File: config.mk
export PLATFORM = sky130hd
export DESIGN_NAME = utf8_to_utf16_stream_decoder
export DESIGN_NICKNAME = d
export VERILOG_FILES = /design/src/sv/u2u_pkg.sv /design/src/sv/utf8_to_utf16_stream_decoder.sv /design/src/sv/u2u_decode.sv /design/src/sv/u2u_unit_fifo.sv
export SDC_FILE = /design/constraint.sdc
export NUM_CORES = 1
export LEC_CHECK = 0
export BUFFER_PORTS_ARGS = -buffer_cell sky130_fd_sc_hd__buf_2
export CAP_MARGIN = 20
export CORE_MARGIN = 2
export CORE_UTILIZATION = 50
export DETAILED_ROUTE_END_ITERATION = 10
export PLACE_DENSITY = 0.77
export SETUP_SLACK_MARGIN = 0.3
export SLEW_MARGIN = 15
export SYNTH_ARGS = -nofsm -noshare
export SYNTH_HDL_FRONTEND = slang
export SYNTH_HIERARCHICAL = 1
export SYNTH_SLANG_ARGS = --single-unit
File: constraint.sdc
create_clock -name clk_i -period 8.7 [get_ports clk_i]
set_input_delay 0 -clock clk_i [delete_from_list [all_inputs] [get_ports clk_i]]
set_output_delay 0 -clock clk_i [all_outputs]
set_load 0.02 [all_outputs]
File: src/sv/u2u_pkg.sv
// shared types and constants for the utf-8 to utf-16 stream decoder
`timescale 1ns / 1ps

package u2u_pkg;

  localparam int unsigned UnitQDepth = 4;
  localparam int unsigned UnitQAw    = $clog2(UnitQDepth);
  localparam int unsigned UnitQCntW  = UnitQAw + 1;

  localparam logic [25:0] SuppBase     = 26'h001_0000;
  localparam logic [15:0] HighHalfBase = 16'hD800;
  localparam logic [5:0]  LowHalfTag   = 6'b110111;

  typedef struct packed {
    logic [7:0] byte_in;
    logic       end_of_text;
  } in_t;

  typedef struct packed {
    logic [15:0] utf16_unit;
    logic        last_unit;
  } out_t;

  typedef struct packed {
    logic [2:0]  trail_pending;
    logic [15:0] unit_accumulator;
    logic [20:0] pair_accumulator;
    logic        pair_mode;
  } state_t;

  // zero, one or two units produced by one byte, first unit in unit0
  typedef struct packed {
    logic [1:0] cnt;
    out_t       unit0;
    out_t       unit1;
  } bundle_t;

endpackage

File: src/sv/utf8_to_utf16_stream_decoder.sv
// top level: input register, decoder state and output unit queue
`timescale 1ns / 1ps
// a byte taken is held in the input register, decoded from there and its units queued
// throughput: one byte per cycle while in_stall_o is low; the port moves one unit per cycle
// while out_stall_i is low, so the two units of a four-byte sequence leave one after the other
// reset: asynchronous, clears the decoder state, the input valid flag and the unit queue

module utf8_to_utf16_stream_decoder (
  input  logic           clk_i,
  input  logic           rst_ni,
  input  logic           in_valid_i,
  output logic           in_stall_o,
  input  u2u_pkg::in_t   in_data_i,
  output logic           out_valid_o,
  input  logic           out_stall_i,
  output u2u_pkg::out_t  out_data_o
);
  import u2u_pkg::*;

  logic                 in_valid_q, in_valid_d;
  in_t                  in_q;
  state_t               st_q, st_d;
  bundle_t              bundle;
  logic [UnitQCntW-1:0] count;
  logic                 accept;

  u2u_decode u_decode (
    .valid_i  (in_valid_q),
    .req_i    (in_q),
    .st_i     (st_q),
    .st_o     (st_d),
    .bundle_o (bundle)
  );

  u2u_unit_fifo u_fifo (
    .clk_i       (clk_i),
    .rst_ni      (rst_ni),
    .push_i      (bundle),
    .count_o     (count),
    .out_valid_o (out_valid_o),
    .out_stall_i (out_stall_i),
    .out_data_o  (out_data_o)
  );

  // keep room for two more units behind whatever the held byte pushes
  assign in_stall_o = ((UnitQCntW+1)'(count) + (UnitQCntW+1)'(bundle.cnt))
                      > (UnitQCntW+1)'(UnitQDepth - 2);
  assign accept     = in_valid_i && !in_stall_o;
  assign in_valid_d = accept;

  always_ff @(posedge clk_i or negedge rst_ni) begin
    if (!rst_ni) begin
      in_valid_q <= 1'b0;
      st_q       <= '0;
    end else begin
      in_valid_q <= in_valid_d;
      st_q       <= st_d;
    end
  end

  always_ff @(posedge clk_i) begin
    if (accept) begin
      in_q <= in_data_i;
    end
  end

  a_pair_needs_trail : assert property (@(posedge clk_i) disable iff (!rst_ni)
    st_q.pair_mode |-> (st_q.trail_pending != 3'd0))
    else $error("pair mode set with no trail byte pending");

  a_eot_clears : assert property (@(posedge clk_i) disable iff (!rst_ni)
    (in_valid_q && in_q.end_of_text) |=> (st_q == '0))
    else $error("state not cleared after end of text");

  a_idle_keeps_state : assert property (@(posedge clk_i) disable iff (!rst_ni)
    !in_valid_q |=> $stable(st_q))
    else $error("decoder state moved with no byte held");

endmodule

File: src/sv/u2u_decode.sv
// byte decoder: next state and produced units for one utf-8 byte
`timescale 1ns / 1ps

module u2u_decode (
  input  logic            valid_i,
  input  u2u_pkg::in_t    req_i,
  input  u2u_pkg::state_t st_i,
  output u2u_pkg::state_t st_o,
  output u2u_pkg::bundle_t bundle_o
);
  import u2u_pkg::*;

  logic [7:0]  b;
  logic [3:0]  ones;
  logic [7:0]  seed;
  logic [20:0] pair_new;
  logic [15:0] unit_new;
  logic [25:0] diff;
  logic [2:0]  pend_dec;
  state_t      st_d;
  bundle_t     bnd;

  assign b        = req_i.byte_in;
  assign pend_dec = st_i.trail_pending - 3'd1;
  assign pair_new = {st_i.pair_accumulator[14:0], b[5:0]};
  assign unit_new = {st_i.unit_accumulator[9:0], b[5:0]};
  assign diff     = {5'b0, pair_new} - SuppBase;
  assign seed     = b & (8'hFF >> ones);

  // leading ones of a lead byte
  always_comb begin
    unique casez (b)
      8'b110?????: ones = 4'd2;
      8'b1110????: ones = 4'd3;
      8'b11110???: ones = 4'd4;
      8'b111110??: ones = 4'd5;
      8'b1111110?: ones = 4'd6;
      8'b11111110: ones = 4'd7;
      8'b11111111: ones = 4'd8;
      default:     ones = 4'd0;
    endcase
  end

  always_comb begin
    st_d      = st_i;
    bnd.cnt   = 2'd0;
    bnd.unit0 = '0;
    bnd.unit1 = '0;
    if (!b[7]) begin
      bnd.cnt                  = 2'd1;
      bnd.unit0.utf16_unit     = {8'b0, b};
      st_d.pair_mode           = 1'b0;
      st_d.trail_pending       = 3'd0;
    end else if (!b[6]) begin
      if (st_i.trail_pending != 3'd0) begin
        st_d.trail_pending = pend_dec;
        if (st_i.pair_mode) begin
          st_d.pair_accumulator = pair_new;
          if (pend_dec == 3'd0) begin
            bnd.cnt              = 2'd2;
            bnd.unit0.utf16_unit = diff[25:10] + HighHalfBase;
            bnd.unit1.utf16_unit = {LowHalfTag, pair_new[9:0]};
            st_d.pair_mode       = 1'b0;
          end
        end else begin
          st_d.unit_accumulator = unit_new;
          if (pend_dec == 3'd0) begin
            bnd.cnt              = 2'd1;
            bnd.unit0.utf16_unit = unit_new;
          end
        end
      end else begin
        // orphan trail byte
        st_d.pair_mode = 1'b0;
      end
    end else begin
      if (st_i.trail_pending != 3'd0) begin
        // lead mid-sequence flushes the partial unit and is dropped
        bnd.cnt              = 2'd1;
        bnd.unit0.utf16_unit = st_i.unit_accumulator;
        st_d.trail_pending   = 3'd0;
        st_d.pair_mode       = 1'b0;
      end else begin
        if (ones == 4'd4) begin
          st_d.pair_accumulator = {13'b0, seed};
          st_d.pair_mode        = 1'b1;
        end
        st_d.unit_accumulator = {8'b0, seed};
        st_d.trail_pending    = 3'(ones - 4'd1);
      end
    end

    if (req_i.end_of_text) begin
      bnd.unit0.last_unit = (bnd.cnt == 2'd1);
      bnd.unit1.last_unit = (bnd.cnt == 2'd2);
      st_d                = '0;
    end

    if (!valid_i) begin
      st_d    = st_i;
      bnd.cnt = 2'd0;
    end
  end

  assign st_o     = st_d;
  assign bundle_o = bnd;

endmodule

File: src/sv/u2u_unit_fifo.sv
// unit queue: takes up to two units per cycle, hands out one whenever out_stall_i is low and it is not empty
`timescale 1ns / 1ps

module u2u_unit_fifo (
  input  logic                               clk_i,
  input  logic                               rst_ni,
  input  u2u_pkg::bundle_t                   push_i,
  output logic [u2u_pkg::UnitQCntW-1:0]      count_o,
  output logic                               out_valid_o,
  input  logic                               out_stall_i,
  output u2u_pkg::out_t                      out_data_o
);
  import u2u_pkg::*;

  out_t                 mem_q [UnitQDepth];
  logic [UnitQAw-1:0]   wr_q, wr_d, wr_nxt;
  logic [UnitQAw-1:0]   rd_q, rd_d;
  logic [UnitQCntW-1:0] count_q, count_d;
  logic                 pop;

  assign pop    = (count_q != '0) && !out_stall_i;
  assign wr_nxt = wr_q + UnitQAw'(1);

  always_comb begin
    wr_d    = wr_q + UnitQAw'(push_i.cnt);
    rd_d    = pop ? rd_q + UnitQAw'(1) : rd_q;
    count_d = count_q + UnitQCntW'(push_i.cnt) - UnitQCntW'(pop);
  end

  always_ff @(posedge clk_i or negedge rst_ni) begin
    if (!rst_ni) begin
      wr_q    <= '0;
      rd_q    <= '0;
      count_q <= '0;
    end else begin
      wr_q    <= wr_d;
      rd_q    <= rd_d;
      count_q <= count_d;
    end
  end

  always_ff @(posedge clk_i) begin
    if (push_i.cnt != 2'd0) begin
      mem_q[wr_q] <= push_i.unit0;
    end
    if (push_i.cnt == 2'd2) begin
      mem_q[wr_nxt] <= push_i.unit1;
    end
  end

  assign count_o     = count_q;
  assign out_valid_o = (count_q != '0);
  assign out_data_o  = mem_q[rd_q];

  a_no_overflow : assert property (@(posedge clk_i) disable iff (!rst_ni)
    (push_i.cnt != 2'd0) |-> ((UnitQCntW+1)'(count_q) + (UnitQCntW+1)'(push_i.cnt)
                             <= (UnitQCntW+1)'(UnitQDepth)))
    else $error("unit queue overflow");

  a_pop_only : assert property (@(posedge clk_i) disable iff (!rst_ni)
    (pop && push_i.cnt == 2'd0) |=> (count_q == $past(count_q) - UnitQCntW'(1)))
    else $error("queue count wrong after a lone pop");

  a_two_push : assert property (@(posedge clk_i) disable iff (!rst_ni)
    (push_i.cnt == 2'd2 && !pop) |=> (wr_q == $past(wr_q) + UnitQAw'(2)))
    else $error("write pointer wrong after a pair push");

endmodule

==> results of run 1 <==
==> layout make-up <==
type                            instances  share of cell area
Sequential cell                       120               0.418
Tap cell                              180              0.0278
Clock buffer                           22              0.0549
Multi-Input combinational cell        422               0.421
Antenna cell                            1            0.000309
Inverter                               28              0.0130
Timing Repair Buffer                   53              0.0457
Clock inverter                         10              0.0192
==> per-stage QoR <==
step	power, W	util
6_report	0.00260	0.577
3_3_place_gp	0.00182	0.523
3_5_place_dp	0.00186	0.523
4_1_cts	0.00259	0.574
5_1_grt	0.00273	0.576
2_1_floorplan	0.00164	-
==> power by group <==
group          leakage, nW  switching (W)  internal (W)
sequential            1.28       0.000154      0.000744
clock                0.279       0.000247      0.000476
combinational         1.57       0.000589      0.000385
total                 3.13       0.000991       0.00160
==> worst min-delay path by stage <==
stage,cells past startpoint,end,slack [ns]
after detailed placement,1,in_q[7]$_DFFE_PP_,0.18
after floorplan,0,in_valid_q$_DFF_PN0_,-0.30
after CTS,2,in_q[2]$_DFFE_PP_,0.27
final,2,st_q[4]$_DFF_PN0_,0.11
after global placement,1,in_q[5]$_DFFE_PP_,0.18
after global routing,2,st_q[3]$_DFF_PN0_,0.14
==> state kept, by name (all words and copies together), names as in the netlist <==
register	count
u_fifo/rd_q	2
st_q	35
in_q	9
u_fifo/wr_q	2
in_valid_q	1
u_fifo/mem_q	68
u_fifo/count_o	3
==> critical path: stages, from the launching register on <==
cell and delay [ns]:
dfrtp_1 1.05, inv_1 0.53, nor2_4 0.67, and2_1 0.36
nor2b_2 0.26, and3b_1 0.78, a21o_1 0.65
==> repair_timing <==
item / 4_1_cts / 5_1_grt
hold buffers: 12 / 0
gates resized for setup: 0 / 0
hold endpoints to repair: 55 / 0
==> routing by layer <==
metal	vias up	GRT usage	wire (um)	share of wire
met4	0	0.0998	488	0.027
met5	-	0	0	0
met1	2615	0.308	7370	0.41
li1	2392	-	-	-
met2	290	0.375	8610	0.48
met3	49	0.0696	1520	0.085
==> results by group, run 1 <==
Status
  – Status: finished clean

Finish
  – Sequential Area: ~3400 sq um
  – Nets: between 600 and 700
  – Fin cells: 836
  – Fill count: between 1000 and 1500
  – Final Cell Area: about 8100 sq um
  – Multi-input logic area: 3410 sq um
  – Commonest non-fill, non-tap cell in the layout: edfxtp_1
  – Area grow syn2layout: 11.7%
  – Highest-count cells in the layout ignoring fill and taps: edfxtp_1, mux2_2, nand2_1
  – Ratio of cells with drive above 1 in the final layout: 0.272

Worst setup path
  – Worst Setup SP: st_q[0]$_DFF_PN0_
  – R2R Path End: u_fifo/mem_q[2][14]$_DFFE_PP_
  – CP arrival: between 4 and 5 ns
  – Critical path type: flop to flop
  – Crit end category: flop
  – Worst setup SP type: flop
  – Worst Setup EP: u_fifo/mem_q[2][14]$_DFFE_PP_
  – CP max FO: 35
  – R2R cell count: 6
  – R2R Setup Slk: approximately 4.0 ns
  – CP Data Required Time: 8.75 ns
  – Worst R2R Start: st_q[0]$_DFF_PN0_

STA
  – Hold Slack: about 0.11 ns
  – Worst setup margin: ~4.0 ns
  – Tmin final: between 4 and 5 ns
  – Maximum clock frequency: between 0.2 and 0.25 GHz
  – Worst Tran Pin Value: ~1.1 ns
  – Rel. slew slack: 0.285
  – Worst clock skew: 0.0101 ns
  – RSZ-0062 raised after global routing: no
  – Endpoints failing hold: 0
  – Final Cycle Share: 0.538
  – Setup TNS Final: 0 ns
  – Slew Viols, Final: 0
  – Setup violators final: 0

Die
  – Initial Utilization: 0.516
  – DIE AREA: ~15000 sq um
  – Die width: 124 um
  – Ports: 32
  – Core area: between 10000 and 15000 sq um
  – Chip height: 124 um
  – Row cnt: between 40 and 50

Route
  – Avg WL per Cell: approximately 22 um
  – Routed vias/inst: approximately 6.4
  – Detailed Routing Iterations Pass 1: 8
  – Wirelength, routed: ~18 mm
  – DRC: 0
  – Initial DRC Count: 861
  – Antenna Nets Post-Route: 0
  – Via count: ~5300

Placed design
  – Post-DP Area: roughly 7300 sq um
  – Setup slack at placement: ~4.1 ns
  – Gpl congestion: ~0.92
  – # port buffers: 31
  – Placed insts: between 700 and 800
  – HPWL after DPL: 11.6 mm

Pwr
  – PwrDens: about 320 nW/um^2
  – Leakage power figure: 3.13 nW
  – Maximum VDD drop: between 0.15 and 0.2 mV

Global routing
  – Grt total ovfl: 0
  – Vias in the first global route: roughly 5300
  – Total global routing track utilization: 0.238
  – Largest net degree at the start of global routing: 58
  – First-pass GRT wire length: 28.8 mm
  – Initial antenna violation count: 0

Synthesis
  – Cells after Synth: ~620
  – Synthesized cell area: 7250 sq um
  – Syn. warnings: 6
  – Post-Syn Nets: ~650
  – Syn avg cell area: about 12 sq um

Clock tree
  – Setup Buffers After CTS: 0
  – H-tree levels: 4
  – Worst-Skew Late Latency: 0.42 ns
  – CTS root buffer: clkbuf_16
  – CTS tree: done
  – CTS Sinks: 120
  – Clock tree buffer depth: 2
  – Reg clk slew, reported paths: 0.06 ns
  – Total CTS buffers: 17

Run
  – Maxcap violations: 0

Hold path
  – Hold Crit Class: primary input to async pin
(Power assumes the default switching activity.)
==> inputs of run 2 (changes only) <==
--- a/config.mk
+++ b/config.mk
@@ -5,6 +5,7 @@
 export SDC_FILE = /design/constraint.sdc
 export NUM_CORES = 1
 export LEC_CHECK = 0
+export ABC_AREA = 1
 export BUFFER_PORTS_ARGS = -buffer_cell sky130_fd_sc_hd__buf_2
 export CAP_MARGIN = 20
 export CORE_MARGIN = 2
==> constraint.sdc (replaced) <==
create_clock -name clk_i -period 4.8 [get_ports clk_i]
set_input_delay 0 -clock clk_i [delete_from_list [all_inputs] [get_ports clk_i]]
set_output_delay 0 -clock clk_i [all_outputs]
set_load 0.02 [all_outputs]
==> results by group, run 2 <==
Global routing
  – Total global routing track utilization: 0.264 (+0.0257)
  – Vias in the first global route: 6656 (+25%)
  – Initial antenna violation count: 0 (unchanged)
  – Grt total ovfl: 0 (unchanged)
  – First-pass GRT wire length: 33.9 mm (+18%)
  – Largest net degree at the start of global routing: 54 (-6.9%)

Pwr
  – Internal: 0.00289 W (+80%)
  – Switching power: 0.00247 W (+150%)
  – Leakage power figure: 4.00 nW (+28%)
  – Maximum VDD drop: 0.346 mV (+99%)
  – Sw frac: 0.461 (+0.0787)
  – Clock power frac: 0.229 (-0.050)
  – Sequential power share: 0.303 (-0.043)
  – PwrDens: 619 nW/um^2 (+93%)
  – Combinational fraction of design power: 0.469 (+0.094)

Clock tree
  – Reg clk slew, reported paths: 0.06 ns (about the same)
  – Total CTS buffers: 17 (unchanged)
  – CTS root buffer: clkbuf_16
  – Cts repair resizes: 0 (unchanged)
  – CTS Sinks: 120 (unchanged)
  – Hold_buf cts: 12 (unchanged)
  – Worst-Skew Late Latency: 0.43 ns (about the same)
  – Setup Buffers After CTS: 0 (unchanged)
  – CTS tree: done
  – H-tree levels: 4 (unchanged)
  – Clock tree buffer depth: 2 (unchanged)

STA
  – Final Cycle Share: 0.832 (+0.294)
  – Setup violators final: 0 (unchanged)
  – Rel. slew slack: 0.340 (+0.0548)
  – Tmin final: 3.99 ns (-0.688 ns)
  – Slew Viols, Final: 0 (unchanged)
  – Maximum clock frequency: 0.250 GHz (+17%)
  – Setup TNS Final: 0 ns (unchanged)
  – Endpoints failing hold: 0 (unchanged)
  – Worst Tran Pin Value: 0.984 ns (-0.0882 ns)
  – Worst clock skew: 0.0120 ns (+0.00186 ns)
  – RSZ-0062 raised after global routing: no

Route
  – Met1 WL: 8.79 mm (+19%)
  – Detailed Routing Iterations Pass 1: 7 (-1)
  – Wirelength, routed: 21.2 mm (+18%)
  – Routed vias/inst: 5.68 (-11%)
  – Avg WL per Cell: 16.6 um (-23%)
  – Met2 wire length: 9.78 mm (+14%)
  – Initial DRC Count: 1132 (+31%)
  – Via count: 7256 (+36%)
  – DRC: 0 (unchanged)
  – Antenna Nets Post-Route: 0 (unchanged)
  – Met3 WL: 1.94 mm (+28%)
  – Max layer used: met4

Die
  – Die width: 129 um (+3.7%)
  – Chip height: 129 um (+3.7%)
  – Ports: 32 (unchanged)
  – Core area: 15300 sq um (+8.7%)
  – DIE AREA: 16600 sq um (+7.6%)
  – Initial Utilization: 0.512 (-0.00398)
  – Row cnt: 45 (+4.7%)

Finish
  – Sequential Area: 3390 sq um (unchanged)
  – Ratio of cells with drive above 1 in the final layout: 0.0994 (-0.172)
  – Multi-input logic area: 3700 sq um (+8.6%)
  – Top Registers: u_fifo/mem_q: 68 flops, st_q: 35 flops, in_q: 9 flops
  – Nets: 1082 (+61%)
  – Commonest non-fill, non-tap cell in the layout: nand2_1
  – Largest register by flop count: u_fifo/mem_q
  – Largest register FFs: 68 (unchanged)
  – Highest-count cells in the layout ignoring fill and taps: nand2_1, o21ai_0, inv_1, nor2_1, nand3_1
  – Final cell utilization of the core: 0.567 (-0.00963)
  – Area grow syn2layout: 10.7%
  – Fill count: 1433 (+29%)
  – Antenna Cells: 0 (-1)

Run
  – Maxcap violations: 0 (unchanged)

Placed design
  – # port buffers: 31 (unchanged)
  – HPWL after DPL: 14.0 mm (+21%)
  – Gpl congestion: 0.982 (+6.9%)

Worst setup path
  – CP Data Required Time: 4.85 ns (-3.90 ns)
  – Most used cell, CP: inv_1
  – CP max FO: 22 (-37%)
  – CP cell instances: inv_1 > ha_1 > nand2_2 > inv_2 > nor3_2 > inv_1 > nor2_2 > buf_4 > inv_1 > nor2_1 > buf_4 > nand2_2 > inv_4 > nand2_4 > nand2_1
  – CP arrival: 4.04 ns (-0.69 ns)
  – CP peak stage delay: 0.68 ns (-0.37 ns)
  – Critical path type: flop to flop
  – Crit end category: flop
  – Critical Path Slowest Stage Cell: nand2_1
  – Worst setup SP type: flop

Hold path
  – Hold Crit Class: primary input to async pin

Synthesis
  – Syn avg cell area: 7.49 sq um (-36%)
  – Syn. warnings: 6 (unchanged)
  – Synthesized cell area: 7810 sq um (+7.8%)
  – Cells after Synth: 1043 (+67%)
  – Post-Syn Nets: 1071 (+65%)

Status
  – Status: finished clean
## run 2: cell type report
class | instances | share of cell area
clock buffers | 19 | 0.0500
flip-flops and latches | 120 | 0.392
multi-input cells | 764 | 0.427
well taps | 211 | 0.0305
inverters | 94 | 0.0414
clock inverters | 12 | 0.0150
repair buffers | 57 | 0.0440
## run 2: final timing paths
kind	from	to	slack, ns	cells after the start
max	st_q[38]$_DFF_PN0_	u_fifo/mem_q[1][15]$_DFFE_PP_	0.81	15
min	rst_ni	u_fifo/rd_q[1]$_DFFE_PN0P_	0.19	3
max reg2reg	st_q[38]$_DFF_PN0_	u_fifo/mem_q[1][15]$_DFFE_PP_	0.81	15
min reg2reg	st_q[4]$_DFF_PN0_	st_q[4]$_DFF_PN0_	0.48	2
max in group asynchronous	rst_ni	st_q[40]$_DFF_PN0_	4.16	3
min in group clk_i	in_data_i[7]	in_q[7]$_DFFE_PP_	0.29	2
## run 2: power groups by stage
stage	registers, W	logic, W	clock network, W
6_report	0.00162	0.00251	0.00122
3_3_place_gp	0.00163	0.00239	0
2_1_floorplan	0.00154	0.00189	0
3_5_place_dp	0.00164	0.00243	0
4_1_cts	0.00162	0.00246	0.00124
5_1_grt	0.00165	0.00278	0.00128
## run 2: per-stage QoR
stage	cell area [sq um]	std cells	total power [W]	worst slack (ns)	hold slack, ns
after floorplan	7810	1043	0.00343	1.21	-0.296
after global placement	7970	1234	0.00402	0.949	0.124
after detailed placement	7970	1234	0.00407	0.861	0.126
after CTS	8650	1277	0.00532	0.837	0.216
after global routing	8650	1277	0.00571	0.469	0.288
final	8650	1277	0.00536	0.807	0.186
## run 2: critical path: cells and delay by family, from the launching register on
kind	cells	cell delay [ns]
AND/OR/NAND/NOR	7	1.78
buffers and inverters	7	1.26
flip-flops	1	0.36
adder cells (fa/ha/maj)	1	0.22
## run 2: metal layers
metal / vias to the layer above / track usage
li1: 3478 / -
met1: 3294 / 0.350
met2: 409 / 0.421
met3: 75 / 0.0599
met4: 0 / 0.107
met5: - / 0
==> inputs of run 3 (changes only) <==
--- a/config.mk
+++ b/config.mk
@@ -5,7 +5,7 @@
 export SDC_FILE = /design/constraint.sdc
 export NUM_CORES = 1
 export LEC_CHECK = 0
-export ABC_AREA = 1
+export ABC_AREA = 0
 export BUFFER_PORTS_ARGS = -buffer_cell sky130_fd_sc_hd__buf_2
 export CAP_MARGIN = 20
 export CORE_MARGIN = 2
==> constraint.sdc (replaced) <==
create_clock -name clk_i -period 3.8 [get_ports clk_i]
set_input_delay 0 -clock clk_i [delete_from_list [all_inputs] [get_ports clk_i]]
set_output_delay 0 -clock clk_i [all_outputs]
set_load 0.02 [all_outputs]
==> results by group, run 3 (synthesis gave the netlist of run 1 again) <==
Die
  – DIE AREA: 15500 sq um (-7.0%)
  – Ports: 32 (unchanged)
  – Die width: 124 um (-3.6%)
  – Core area: 14000 sq um (-8.0%)
  – Chip height: 124 um (-3.6%)
  – Row cnt: 43 (-4.4%)
  – Initial Utilization: 0.516 (+0.00398)

Clock tree
  – Reg clk slew, reported paths: 0.06 ns (about the same)
  – CTS root buffer: clkbuf_16
  – Worst-Skew Late Latency: 0.42 ns (about the same)
  – Clock tree buffer depth: 2 (unchanged)
  – Total CTS buffers: 17 (unchanged)
  – CTS Sinks: 120 (unchanged)
  – H-tree levels: 4 (unchanged)
  – Setup Buffers After CTS: 0 (unchanged)
  – CTS tree: done

STA
  – Hold Slack: 0.0599 ns (-0.126 ns)
  – Maximum clock frequency: 0.306 GHz
  – RSZ-0062 raised after global routing: no
  – Final Cycle Share: 0.861
  – Worst clock skew: 0.00886 ns (-0.00309 ns)
  – Slew Viols, Final: 0 (unchanged)
  – Setup TNS Final: 0 ns (unchanged)
  – Endpoints failing hold: 0 (unchanged)
  – Rel. slew slack: 0.305 (-0.0347)
  – Tmin final: 3.27 ns
  – Setup violators final: 0 (unchanged)
  – Worst Tran Pin Value: 1.04 ns (+0.0543 ns)

Worst setup path
  – Critical path type: flop to output pin
  – Delay-heaviest family, CP: adder cells
  – CP Data Required Time: 3.80 ns (-1.05 ns)
  – CP cell instances: inv_1 > ha_1 > and2_1 > o21ai_4 > o21a_1 > o21ai_0 > and2_2 > ha_1 > fa_1 > and2_1 > a21oi_2 > a21o_1 > buf_2
  – Buf/Inv on CP: 2 (-5)
  – CP arrival: 3.27 ns (-0.77 ns)
  – CP peak stage delay: 0.38 ns (-0.30 ns)
  – Worst setup SP type: flop
  – CP max FO: 7 (-68%)
  – Crit end category: output pin
  – Critical Path Slowest Stage Cell: fa_1

Route
  – Antenna Nets Post-Route: 0 (unchanged)
  – Wirelength, routed: 18.6 mm (-12%)
  – Via count: 5444 (-25%)
  – DRC: 0 (unchanged)
  – Initial DRC Count: 701 (-38%)
  – Routed vias/inst: 6.47 (+14%)
  – Detailed Routing Iterations Pass 1: 5 (-2)
  – Avg WL per Cell: 22.1 um (+33%)

Run
  – Maxcap violations: 0 (unchanged)

Placed design
  – HPWL after DPL: 12.0 mm (-14%)
  – Post-DP Area: 7410 sq um (-7.0%)
  – Gpl congestion: 0.923 (-6.0%)
  – # port buffers: 31 (unchanged)

Finish
  – Nets: 678 (-37%)
  – Antenna Cells: 0 (unchanged)
  – Multi-input logic area: 3420 sq um (-7.5%)
  – Largest register FFs: 68 (unchanged)
  – Area grow syn2layout: 11.7%
  – Highest-count cells in the layout ignoring fill and taps: edfxtp_1, mux2_2, nand2_1
  – Ratio of cells with drive above 1 in the final layout: 0.287 (+0.188)
  – Top Registers: u_fifo/mem_q: 68 flops, st_q: 35 flops, in_q: 9 flops
  – Largest register by flop count: u_fifo/mem_q
  – Final Cell Area: 8100 sq um (-6.4%)
  – Sequential Area: 3390 sq um (unchanged)
  – Commonest non-fill, non-tap cell in the layout: edfxtp_1
  – Final cell utilization of the core: 0.576 (+0.00954)
  – Fill count: 1113 (-22%)

Global routing
  – First-pass GRT wire length: 29.4 mm (-13%)
  – Grt total ovfl: 0 (unchanged)
  – Initial antenna violation count: 0 (unchanged)
  – Largest net degree at the start of global routing: 57 (+5.6%)
  – Total global routing track utilization: 0.243 (-0.0210)
  – Vias in the first global route: 5389 (-19%)

Hold path
  – Hold Crit Class: primary input to async pin

Pwr
  – PwrDens: 714 nW/um^2 (+15%)
  – Leakage power figure: 3.14 nW (-22%)
  – Maximum VDD drop: 0.389 mV (+12%)

Status
  – Status: finished clean
-- run 3: metrics by stage --
| step | cells | total power (W) | worst slack, ns |
|---|---|---|---|
| after CTS | 841 | 0.00574 | 0.330 |
| after floorplan | 623 | 0.00376 | 0.524 |
| after detailed placement | 798 | 0.00426 | 0.530 |
| after global routing | 842 | 0.00607 | 0.321 |
| after global placement | 798 | 0.00416 | 0.645 |
| final | 842 | 0.00578 | 0.528 |
-- run 3: area by class of cell --
class                           instances  area share
Clock buffer                           17      0.0526
Clock inverter                         14      0.0136
Inverter                               28      0.0130
Multi-Input combinational cell        422       0.422
Sequential cell                       120       0.419
Tap cell                              180      0.0278
Timing Repair Buffer                   61      0.0522
-- run 3: what timing repair did --
item	in CTS	in global routing
hold endpoints to repair	55	0
endpoints found under the setup margin	0	10
hold buffers	12	0
gates resized for setup	0	3
-- run 3: layer usage --
metal  vias up  track usage  share of wire
li1       2412            -              -
met4         0       0.0820          0.020
met1      2659        0.326           0.41
met2       330        0.387           0.49
met5         -            0              0
met3        43       0.0606          0.088
-- run 3: final timing paths --
path	startpoint	end	slack [ns]	cells after the start
setup reg to reg	st_q[38]$_DFF_PN0_	u_fifo/mem_q[2][7]$_DFFE_PP_	0.59	11
setup / recovery	st_q[38]$_DFF_PN0_	in_stall_o	0.53	13
hold reg to reg	u_fifo/count_o[2]$_DFF_PN0_	u_fifo/count_o[2]$_DFF_PN0_	0.52	1
max in group asynchronous	rst_ni	st_q[11]$_DFF_PN0_	3.23	3
hold / removal	rst_ni	st_q[40]$_DFF_PN0_	0.06	2
min in group clk_i	in_data_i[4]	in_q[4]$_DFFE_PP_	0.29	2
-- run 3: where the power goes --
part	leakage [nW]	total, W	switching, W	internal (W)
clock	0.247	0.00147	0.000591	0.000882
sequential	1.28	0.00206	0.000356	0.00170
combinational	1.61	0.00225	0.00136	0.000894
